===== src/sv/esc_pkg.sv =====
// ----------------------------------------------------------------------------
// esc_pkg
// shared codes, character classes and item types for the expression checker
// ----------------------------------------------------------------------------
package esc_pkg;

    localparam int ESC_MAX_DEPTH = 255;
    localparam int ESC_MAX_LEN   = 4096;
    localparam int COUNT_W       = 13;

    // comment filter phases
    localparam logic [2:0] CM_NONE       = 3'd0;
    localparam logic [2:0] CM_SLASH      = 3'd1;
    localparam logic [2:0] CM_LINE       = 3'd2;
    localparam logic [2:0] CM_BLOCK      = 3'd3;
    localparam logic [2:0] CM_BLOCK_STAR = 3'd4;

    // lexer phases
    localparam logic [2:0] LX_IDLE   = 3'd0;
    localparam logic [2:0] LX_ID     = 3'd1;
    localparam logic [2:0] LX_INT    = 3'd2;
    localparam logic [2:0] LX_DOT    = 3'd3;
    localparam logic [2:0] LX_FRAC   = 3'd4;
    localparam logic [2:0] LX_BADNUM = 3'd5;
    localparam logic [2:0] LX_LT     = 3'd6;

    // token kinds
    localparam logic [2:0] TK_OPERAND = 3'd0;
    localparam logic [2:0] TK_OPEN    = 3'd1;
    localparam logic [2:0] TK_CLOSE   = 3'd2;
    localparam logic [2:0] TK_BINOP   = 3'd3;
    localparam logic [2:0] TK_BAD     = 3'd4;

    // verdicts
    localparam logic [1:0] V_PENDING = 2'd0;
    localparam logic [1:0] V_ACCEPT  = 2'd1;
    localparam logic [1:0] V_LEX     = 2'd2;
    localparam logic [1:0] V_SYNTAX  = 2'd3;

    // characters
    localparam logic [7:0] CH_SPACE  = 8'h20;
    localparam logic [7:0] CH_SLASH  = 8'h2F;
    localparam logic [7:0] CH_STAR   = 8'h2A;
    localparam logic [7:0] CH_DOT    = 8'h2E;
    localparam logic [7:0] CH_UNDER  = 8'h5F;
    localparam logic [7:0] CH_LT     = 8'h3C;
    localparam logic [7:0] CH_EQ     = 8'h3D;
    localparam logic [7:0] CH_PLUS   = 8'h2B;
    localparam logic [7:0] CH_LPAREN = 8'h28;
    localparam logic [7:0] CH_RPAREN = 8'h29;

    typedef struct packed {
        logic [7:0] char_code;
        logic       has_char;
        logic       last;
    } esc_item_t;

    typedef struct packed {
        logic      en;
        esc_item_t item;
    } esc_step_t;

    typedef struct packed {
        logic [1:0]         verdict;
        logic [COUNT_W-1:0] matched_chars;
    } esc_result_t;

    function automatic logic is_digit(input logic [7:0] c);
        return (c >= 8'h30) && (c <= 8'h39);
    endfunction

    function automatic logic is_alpha(input logic [7:0] c);
        return ((c >= 8'h61) && (c <= 8'h7A)) || ((c >= 8'h41) && (c <= 8'h5A));
    endfunction

endpackage


===== src/sv/esc_core.sv =====
// ----------------------------------------------------------------------------
// esc_core
// comment filter, lexer and grammar state, one character per step
// ----------------------------------------------------------------------------
module esc_core
    import esc_pkg::*;
#(
    parameter int MAX_DEPTH = ESC_MAX_DEPTH,
    parameter int MAX_LEN   = ESC_MAX_LEN
) (
    input  logic        aclk,
    input  logic        aresetn,
    input  esc_step_t   step,
    output esc_result_t res
);

    localparam int DEPTH_W = $clog2(MAX_DEPTH + 1);
    localparam int CAP_I   = (MAX_LEN < 8191) ? MAX_LEN : 8191;
    localparam logic [COUNT_W:0]   CAP_WIDE = (COUNT_W + 1)'(CAP_I);
    localparam logic [COUNT_W-1:0] CAP      = COUNT_W'(CAP_I);
    localparam logic [DEPTH_W-1:0] DEPTH_TOP = DEPTH_W'(MAX_DEPTH);

    typedef struct packed {
        logic [2:0]         cm;
        logic [2:0]         lx;
        logic [COUNT_W-1:0] tl;
        logic               eo;
        logic [DEPTH_W-1:0] pd;
        logic [1:0]         vr;
        logic [COUNT_W-1:0] mc;
    } st_t;

    localparam st_t ST_RESET = '{cm: CM_NONE, lx: LX_IDLE, tl: '0, eo: 1'b0,
                                 pd: '0, vr: V_PENDING, mc: '0};

    st_t state_reg;
    st_t state_next;
    st_t work;

    function automatic logic [COUNT_W-1:0] sat_add(input logic [COUNT_W-1:0] a,
                                                   input logic [COUNT_W-1:0] b);
        logic [COUNT_W:0] s;
        s = {1'b0, a} + {1'b0, b};
        return (s > CAP_WIDE) ? CAP : s[COUNT_W-1:0];
    endfunction

    function automatic st_t apply_token(input st_t s, input logic [2:0] kind,
                                        input logic [COUNT_W-1:0] len);
        st_t r;
        r = s;
        if (r.vr != V_PENDING) return r;
        if (!r.eo) begin
            if (kind == TK_OPERAND) begin
                r.mc = sat_add(r.mc, len);
                r.eo = 1'b1;
            end else if (kind == TK_OPEN) begin
                if (r.pd == DEPTH_TOP) begin
                    r.vr = V_SYNTAX;
                end else begin
                    r.pd = r.pd + 1'b1;
                    r.mc = sat_add(r.mc, COUNT_W'(1));
                end
            end else begin
                r.vr = V_SYNTAX;
            end
        end else begin
            if (kind == TK_BINOP) begin
                r.mc = sat_add(r.mc, len);
                r.eo = 1'b0;
            end else if (kind == TK_CLOSE) begin
                if (r.pd != '0) begin
                    r.pd = r.pd - 1'b1;
                    r.mc = sat_add(r.mc, COUNT_W'(1));
                end else begin
                    r.vr = V_SYNTAX;
                end
            end else if (kind == TK_BAD) begin
                r.vr = V_LEX;
            end else begin
                r.vr = V_SYNTAX;
            end
        end
        return r;
    endfunction

    function automatic st_t finish_pending(input st_t s);
        st_t r;
        r = s;
        r.lx = LX_IDLE;
        if (s.lx == LX_ID || s.lx == LX_INT || s.lx == LX_FRAC)
            r = apply_token(r, TK_OPERAND, s.tl);
        else if (s.lx == LX_DOT || s.lx == LX_BADNUM)
            r = apply_token(r, TK_BAD, '0);
        else if (s.lx == LX_LT)
            r = apply_token(r, TK_BINOP, COUNT_W'(1));
        r.tl = '0;
        return r;
    endfunction

    function automatic st_t start_token(input st_t s, input logic [7:0] c);
        st_t r;
        r = s;
        r.tl = '0;
        if (is_digit(c)) begin
            r.lx = LX_INT;
            r.tl = COUNT_W'(1);
        end else if (is_alpha(c)) begin
            r.lx = LX_ID;
            r.tl = COUNT_W'(1);
        end else if (c == CH_LT) begin
            r.lx = LX_LT;
        end else if (c == CH_EQ || c == CH_PLUS || c == CH_STAR) begin
            r = apply_token(r, TK_BINOP, COUNT_W'(1));
        end else if (c == CH_LPAREN) begin
            r = apply_token(r, TK_OPEN, COUNT_W'(1));
        end else if (c == CH_RPAREN) begin
            r = apply_token(r, TK_CLOSE, COUNT_W'(1));
        end else begin
            r = apply_token(r, TK_BAD, '0);
        end
        return r;
    endfunction

    function automatic st_t lex_char(input st_t s, input logic [7:0] c);
        st_t r;
        r = s;
        unique case (r.lx) inside
            LX_ID: begin
                if (is_alpha(c) || is_digit(c) || c == CH_UNDER) begin
                    r.tl = sat_add(r.tl, COUNT_W'(1));
                    return r;
                end
            end
            LX_INT, LX_DOT, LX_FRAC, LX_BADNUM: begin
                if (is_digit(c)) begin
                    if (r.lx == LX_DOT) r.lx = LX_FRAC;
                    r.tl = sat_add(r.tl, COUNT_W'(1));
                    return r;
                end
                if (c == CH_DOT) begin
                    r.lx = (r.lx == LX_INT) ? LX_DOT : LX_BADNUM;
                    r.tl = sat_add(r.tl, COUNT_W'(1));
                    return r;
                end
            end
            LX_LT: begin
                if (c == CH_EQ) begin
                    r.lx = LX_IDLE;
                    r.tl = '0;
                    r = apply_token(r, TK_BINOP, COUNT_W'(2));
                    return r;
                end
            end
            default: begin
            end
        endcase
        r = finish_pending(r);
        if (r.vr == V_PENDING) r = start_token(r, c);
        return r;
    endfunction

    function automatic st_t filter_char(input st_t s, input logic [7:0] c);
        st_t r;
        r = s;
        unique case (r.cm)
            CM_NONE: begin
                if (c == CH_SLASH) r.cm = CM_SLASH;
                else if (c != CH_SPACE) r = lex_char(r, c);
            end
            CM_SLASH: begin
                if (c == CH_SLASH) begin
                    r.cm = CM_LINE;
                end else if (c == CH_STAR) begin
                    r.cm = CM_BLOCK_STAR;
                end else begin
                    r.cm = CM_NONE;
                    r = lex_char(r, CH_SLASH);
                    if (c != CH_SPACE && r.vr == V_PENDING) r = lex_char(r, c);
                end
            end
            CM_LINE: begin
            end
            CM_BLOCK: begin
                if (c == CH_STAR) r.cm = CM_BLOCK_STAR;
            end
            default: begin
                if (c == CH_SLASH) r.cm = CM_NONE;
                else if (c != CH_STAR) r.cm = CM_BLOCK;
            end
        endcase
        return r;
    endfunction

    function automatic st_t end_statement(input st_t s);
        st_t r;
        r = s;
        if (r.vr == V_PENDING && r.cm == CM_SLASH) r = lex_char(r, CH_SLASH);
        if (r.vr == V_PENDING) r = finish_pending(r);
        if (r.vr == V_PENDING) begin
            if (!r.eo || r.pd != '0) r.vr = V_SYNTAX;
            else r.vr = V_ACCEPT;
        end
        return r;
    endfunction

    always_comb begin
        work = state_reg;
        if (step.item.has_char && state_reg.vr == V_PENDING)
            work = filter_char(work, step.item.char_code);
        if (step.item.last)
            work = end_statement(work);
        res.verdict       = work.vr;
        res.matched_chars = work.mc;
        state_next = step.item.last ? ST_RESET : work;
    end

    always_ff @(posedge aclk) begin
        if (!aresetn) begin
            state_reg <= ST_RESET;
        end else if (step.en) begin
            state_reg <= state_next;
        end
    end

endmodule


===== config.mk =====
export PLATFORM = sky130hd
export DESIGN_NAME = esc_core
export DESIGN_NICKNAME = d
export VERILOG_FILES = /design/src/sv/esc_pkg.sv /design/src/sv/esc_core.sv
export SDC_FILE = /design/constraint.sdc
export NUM_CORES = 1
export LEC_CHECK = 0
export ABC_AREA = 1
export BUFFER_PORTS_ARGS = -buffer_cell sky130_fd_sc_hd__buf_2
export CORE_ASPECT_RATIO = 2
export CORE_MARGIN = 2
export CORE_UTILIZATION = 55
export DETAILED_ROUTE_END_ITERATION = 16
export PLACE_DENSITY_LB_ADDON = 0.12
export SLEW_MARGIN = 10
export SYNTH_ARGS = -nofsm -noshare
export SYNTH_HDL_FRONTEND = slang
export SYNTH_SLANG_ARGS = --single-unit

===== constraint.sdc =====
create_clock -name aclk -period 25 [get_ports aclk]
set_input_delay 6.25 -clock aclk [delete_from_list [all_inputs] [get_ports aclk]]
set_output_delay 6.25 -clock aclk [all_outputs]
set_load 0.02 [all_outputs]

==> run metrics, run 1 <==
Die Wd=114 um; pin count of the biggest net entering global routing=36; Post-DP HPWL=52200 um; grt ovf=17; synthesized instance count=2531; H-tree levels=2; gr usage total=57.7%; hold buffers post-CTS=0; Synth Net Count=2613; status=did not finish; Post-synth top flop=dfxtp_1; Clock Sink Count=43; first-pass GRT wire length=115000 um; io pins=28; asr flop ratio synth=0%; initial core utilization=55.9%; Num CTS Buffers=5; clk root buf=clkbuf_16; sequential share of the synthesized area=6.47%; top-area cell type share of the netlist area=21.5%; distinct cell type count after synthesis=65; Clock Tree Buf Depth=2; Port Buffers=27; Last stage=global routing; Placer Congestion=1.11; Cell Area, Synth=13300 um2; vias in the first global route=20648; syn_area_per_cell=5.26 um2; Synth area leaders=nand2_1, inv_1, o21ai_0, a21oi_1, dfxtp_1; First Error=[ERROR GRT-0116] Global routing finished with congestion. Check the congestion regions in the DRC Viewer.; Die Y=224 um; Yosys reg bits=43; number of flops mapped to enable cells by yosys=0; Synth Warn #=0; num rows=80; Yosys top cell by area=nand2_1
==> cell usage after synthesis (all sizes together), types with 14 or more instances <==
library cell	instances
nand2	801
inv	309
nor2	261
o21ai	210
a21oi	190
nand3	160
clkbuf	75
o211ai	70
xor2	67
ha	65
dfxtp	43
nor3	42
nand4	29
buf	28
a31oi	25
a32oi	15
xnor2	14
==> logic make-up after synthesis <==
family,synth area share [%]
adders and majority gates,6.71
DFF,6.47
buffers and inverters,12.5
AOI/OAI and AO/OA,26.2
xor gates and xnor gates,5.33
and+or+nand+nor,42.8
==> repair_timing <==
item / in CTS
gates resized for setup: 147
endpoints found under the setup margin: 13
cloned: 1
pin swaps: 115
buffers inserted: 93
==> routing by layer <==
| metal | overflow | global-route usage, % |
|---|---|---|
| met3 | 0 | 27.4 |
| met2 | 11 | 87.5 |
| met1 | 0 | 52.2 |
| met4 | 6 | 64.7 |
| met5 | 0 | 0.808 |
==> stage by stage <==
step	setup slack, ns	utilization, %	cells	instance area, um2	TNS (ns)
4_1_cts	-0.158	70.8	3126	16900	-1.42
3_5_place_dp	-0.950	65.1	3024	15500	-11.29
3_3_place_gp	-0.537	65.1	3024	15500	-5.90
2_1_floorplan	0.0127	-	2531	13300	0
==> run 2: changes to the inputs <==
CORE_ASPECT_RATIO = not set   (was 2)
CORE_UTILIZATION = 40   (was 55)
PLACE_DENSITY_LB_ADDON = 0.15   (was 0.12)
clock period = 32.5 ns   (was 25 ns; I/O delays follow)
==> run 2 against run 1 <==
Effect of this change:
- synthesized cell count unchanged
- area after synthesis did not move
- the run now ends clean
==> run metrics, run 2 <==
status=complete, no violations; crit-path leading delay family=simple AND/OR/NAND/NOR gates; Die Wd=186 um; Num CTS Buffers=5; asr flop ratio synth=0%; sequential share of the synthesized area=6.47%; Yosys reg bits=43; vias per inst=5.80; crit path launch type=input pin; worst hold path endpoint=state_reg[22]$_SDFFE_PN0P_; most common cell after layout, fill and taps aside=nand2_1; max-cap check violation count=0; Area Overhead vs Synth=5.15%; Setup crit end kind=primary output; post-synthesis xor/xnor area fraction=5.33%; initial antenna violation count=0; Tcrit/Tclk final=94.2%; synthesized instance count=2531; Placed Area=13700 um2; Clock Sink Count=43; DRC=0; Peak VDD IR=0.0192 mV; io pins=28; H-tree levels=2; post-synthesis compound-gate area fraction=26.2%; WL per Instance=18.7 um; Port Buffers=27; CP Data Required Time=24.37 ns; CTS tree=built; CP max stage delay=0.48 ns; clk root buf=clkbuf_16; distinct cell type count after synthesis=65; DR iter-0 viols=1905; gr usage total=30.4%; slew margin rel.=31.8%; worst hold path type=flip-flop to flip-flop; Die Y=186 um; clock edge transition at the registers on the reported setup and hold paths=0.07 ns; Synth Area in Simple Gates=42.8%; launch point of the worst path=step[8]; commonest cells after routing, fill and taps aside=nand2_1, inv_1, nor2_1; most frequent cell after synthesis=nand2_1; Commonest cells post-synth=nand2_1, inv_1, nor2_1; vias in the first global route=15448; final setup skew=0.00676 ns; hold buffers post-CTS=0; initial core utilization=40.8%; grt ovf=0; Finished Cell Area=14000 um2; pin count of the biggest net entering global routing=36; met2 Track Usage GR=47.3%; sequential cell area=861 um2; area taken by multi-input logic gates=10900 um2; mux cell area share after synthesis=0%; Yosys top cell by area=nand2_1; Synth area leaders=nand2_1, inv_1, o21ai_0, a21oi_1, dfxtp_1; met3 usage=5.68%; power density cells=29.9 nW/um2; Post-synth top flop=dfxtp_1; Static Leak=6.52 nW; worst slew pin tran=1.02 ns; WP data arrival=22.48 ns; final hold vios=0; Clock Tree Buf Depth=2; Antenna Cells=0; r2r startpoint=state_reg[25]$_SDFFE_PN0P_; layout cells sized above 1=7.75%; synthesized-area fraction occupied by adder cells=6.71%; FILL cells=3688; crit path kind=input pin to primary output; Largest register FFs=43; number of flops mapped to enable cells by yosys=0; Skew-Pair Late Insertion Delay=0.31 ns; worst path bufs/invs=15; Max Clock Freq=32.7 MHz; vias=17014; die footprint=34800 um2; num rows=66; Synth Warn #=0; r2r worst-path depth=65; GRT met1 Usage=40.5%; Setup violations, final=0; CP dominant cell by count=nand2_1; Hold Path Cell Cnt=2; main combinational cell family by area after synthesis=simple AND/OR/NAND/NOR gates; top-area cell type share of the netlist area=21.5%; slowest cell on the critical path=fa_1; internal reg-to-reg setup slack=21.72 ns; DP Cell Count=2917; Synth Net Count=2613; Placer Congestion=1.01; Post-DP HPWL=43800 um; Hold Crit Start=state_reg[22]$_SDFFE_PN0P_; Min Clock Period, post-route=30.60 ns; R2R Path End=state_reg[1]$_SDFFE_PN0P_; syn_area_per_cell=5.26 um2; first-pass GRT wire length=85400 um; core area=32600 um2; Routed WL=54700 um; Non-Filler Instances=2933; Antenna Nets Post-Route=0; Cell Area, Synth=13300 um2; max-slew violation total from the final report=0; GRT busiest layer=met2; nets=2572; worst-path fanout max=11; drt first pass iters=5
run 2: cell counts after synthesis:
Identical to the previous run, type by type.
run 2: cell families after synthesis:
logic type,Yosys count
simple gates,1325
fa+ha+maj,69
compound gates,589
xor+xnor,81
buf+inv,424
flops,43
run 2: worst max path at each step:
stage               to  slack (ns)  cells after the start
3_5_place_dp    res[1]        0.98                     98
6_report       res[10]        1.90                    104
3_3_place_gp    res[1]        1.38                     98
5_1_grt        res[10]       -0.04                    105
4_1_cts         res[1]        0.95                     98
2_1_floorplan   res[1]        3.32                    100
run 2: cell type report:
class,count,share of cell area (%)
multi-input cells,2064,77.5
inverters,321,8.62
flip-flops and latches,43,6.15
well taps,442,3.95
repair buffers,55,2.47
clock buffers,6,0.992
clock inverters,2,0.277
run 2: repair_timing:
item	in CTS	in global routing
buffers inserted	0	8
setup endpoints to repair	0	13
gates resized for setup	0	12
run 2: metrics by stage:
stage	hold slack (ns)	util, %	setup slack, ns	power [mW]	TNS [ns]
after CTS	0.510	42.5	0.950	0.409	0
after detailed placement	0.499	42.0	0.985	0.345	0
final	0.508	42.9	1.90	0.419	0
after global placement	0.492	42.0	1.38	0.344	0
after floorplan	0.470	-	3.32	0.268	0
after global routing	0.550	42.9	-0.0436	0.453	-0.0608
run 2: per-layer routing:
layer  up-vias  wire [um]
met2       747      23500
met3       148       4800
met4         0       2660
met5         -          0
li1       8341          -
met1      7778      23800
run 2: power by group:
| group | internal [mW] | switching [mW] |
|---|---|---|
| Sequential | 0.0547 | 0.00754 |
| Clock | 0.0387 | 0.0249 |
| Combinational | 0.0864 | 0.207 |
| Total | 0.180 | 0.239 |
run 2: worst register-to-register path: cells and delay by family (launching register included):
family,cells,cell delay (ns)
and+or+nand+nor,41,5.42
adders and majority gates,4,1.07
AOI/OAI and AO/OA,11,2.10
xor gates and xnor gates,3,0.52
buffers and inverters,6,0.92
DFF,1,0.71
Note: power is estimated with default switching activity, not from simulation.
==> run 3: changes to the inputs <==
CORE_UTILIZATION = 55   (was 40)
CTS_CLUSTER_SIZE = 20   (was not set)
==> run 3 against run 2 <==
Effect of this change:
- die area decreased by 27%
- power down 2.0%
- non-clock buffer count is 9 lower
- clock power down 14%
- worst hold slack gained 0.0034 ns
- sequential power hardly changed
- sequential share of layout area up 0.12 points
- critical endpoint unchanged
- largest cell class unchanged
==> run metrics, run 3 (synthesis gave the netlist of run 2 again) <==
Setup violations, final=0; final setup skew=0.00574 ns; internal reg-to-reg setup slack=21.71 ns; area taken by multi-input logic gates=10800 um2; CTS tree=built; worst-path fanout max=23; Hold WS=0.511 ns; Antenna Nets Post-Route=0; worst path bufs/invs=16; status=complete, no violations; CP Data Required Time=24.37 ns; Post-DP HPWL=41800 um; WL per Instance=18.9 um; Setup crit end kind=primary output; worst hold path type=flip-flop to flip-flop; r2r worst-path depth=63; CP dominant cell by count=nand2_1; max-cap check violation count=0; Routed WL=52800 um; DR iter-0 viols=2258; grt ovf=0; vias=17449; R2R Path End=state_reg[1]$_SDFFE_PN0P_; Largest register FFs=43; Setup Buffers After CTS=0; Peak VDD IR=0.0243 mV; top layer reached by signal wires=met4; gr usage total=39.2%; layout cells sized above 1=7.29%; first-pass GRT wire length=81800 um; Die Wd=160 um; max-slew violation total from the final report=0; crit path kind=input pin to primary output; overall power=0.410 mW; slew margin rel.=26.1%; CP max stage delay=0.38 ns; die footprint=25500 um2; num rows=56; Die Y=160 um; Tcrit/Tclk final=95.5%; initial core utilization=56.4%; commonest cells after routing, fill and taps aside=nand2_1, inv_1, nor2_1; Skew-Pair Late Insertion Delay=0.30 ns; nets=2563; WP data arrival=22.93 ns; vias in the first global route=15238; Setup TNS=0 ns; worst slew pin tran=1.10 ns; core area=23600 um2; Clock Sink Count=43; io pins=28; Min Clock Period, post-route=31.05 ns; metal2 WL=23800 um; CP Depth=110; initial antenna violation count=0; Num CTS Buffers=5; slowest cell on the critical path=fa_1; pin count of the biggest net entering global routing=36; power density cells=29.9 nW/um2; r2r startpoint=state_reg[25]$_SDFFE_PN0P_; clk root buf=clkbuf_16; Post-Route M1 WL=21900 um; RSZ-0062 raised after global routing=false; crit-path leading delay family=simple AND/OR/NAND/NOR gates; Port Buffers=27; vias per inst=6.23; H-tree levels=2; final hold vios=0; Clock Tree Buf Depth=2; Static Leak=6.46 nW; drt first pass iters=6; Max Clock Freq=32.2 MHz; Worst Setup EP=res[10]; DRC=0; launch point of the worst path=step[8]; hold buffers post-CTS=0; Antenna Cells=0; most common cell after layout, fill and taps aside=nand2_1; Area Overhead vs Synth=3.19%; clock edge transition at the registers on the reported setup and hold paths=0.07 ns; sequential cell area=861 um2; Placer Congestion=1.00; met3 wire len=5410 um; FILL cells=2637; crit path launch type=input pin; Post-CTS Resized=0
## run 3: cell types whose count changed in the layout (fill, tap and decap cells not counted)
cell        change
nor2_4          -1
nor2_1          +2
clkinvlp_4      +1
inv_6           -1
bufinv_16       -1
a32oi_2         -1
nor2_2          -1
buf_4           -9
a21boi_1        -1
a21boi_0        +1
clkinv_4        +1
a32oi_1         +1
## run 3: cell type report
| cell class | instances | area share, % |
|---|---|---|
| multi-input cells | 2064 | 78.9 |
| inverters | 321 | 8.78 |
| flip-flops and latches | 43 | 6.27 |
| well taps | 319 | 2.91 |
| repair buffers | 46 | 2.02 |
| clock buffers | 6 | 1.01 |
| clock inverters | 2 | 0.118 |
## run 3: worst min-delay path by stage
| stage | from | endpoint | slack [ns] | depth (start not counted) |
|---|---|---|---|---|
| 6_report | state_reg[15]$_SDFFE_PN0P_ | state_reg[15]$_SDFFE_PN0P_ | 0.51 | 2 |
| 5_1_grt | state_reg[15]$_SDFFE_PN0P_ | state_reg[15]$_SDFFE_PN0P_ | 0.54 | 2 |
| 4_1_cts | state_reg[15]$_SDFFE_PN0P_ | state_reg[15]$_SDFFE_PN0P_ | 0.51 | 2 |
| 3_5_place_dp | state_reg[15]$_SDFFE_PN0P_ | state_reg[15]$_SDFFE_PN0P_ | 0.50 | 2 |
| 3_3_place_gp | state_reg[15]$_SDFFE_PN0P_ | state_reg[15]$_SDFFE_PN0P_ | 0.49 | 2 |
| 2_1_floorplan | state_reg[22]$_SDFFE_PN0P_ | state_reg[22]$_SDFFE_PN0P_ | 0.47 | 2 |
## run 3: metal layers
layer	up-vias	global-route usage (%)
met2	980	63.7
met3	155	5.16
li1	8302	-
met1	8012	53.4
met5	-	0
met4	0	13.1
## run 3: tightest hold or removal path: stages, from the launching register on
cell     delay, ns
dfxtp_1       0.34
nand2_1       0.07
a21oi_1       0.06
## run 3: where the power goes
part | leakage [nW] | switching (mW) | total [mW] | internal, mW
Sequential | 0.350 | 0.00735 | 0.0621 | 0.0548
Combinational | 6.03 | 0.207 | 0.293 | 0.0862
Clock | 0.0731 | 0.0241 | 0.0549 | 0.0308
## run 3: per-stage QoR
step	setup WS (ns)	area [um2]	utilization [%]	instances
after floorplan	3.32	13300	-	2531
after global placement	1.62	13500	57.3	2793
after detailed placement	0.969	13500	57.3	2793
after CTS	0.936	13700	58.0	2801
after global routing	0.0295	13700	58.2	2801
final	1.45	13700	58.2	2801
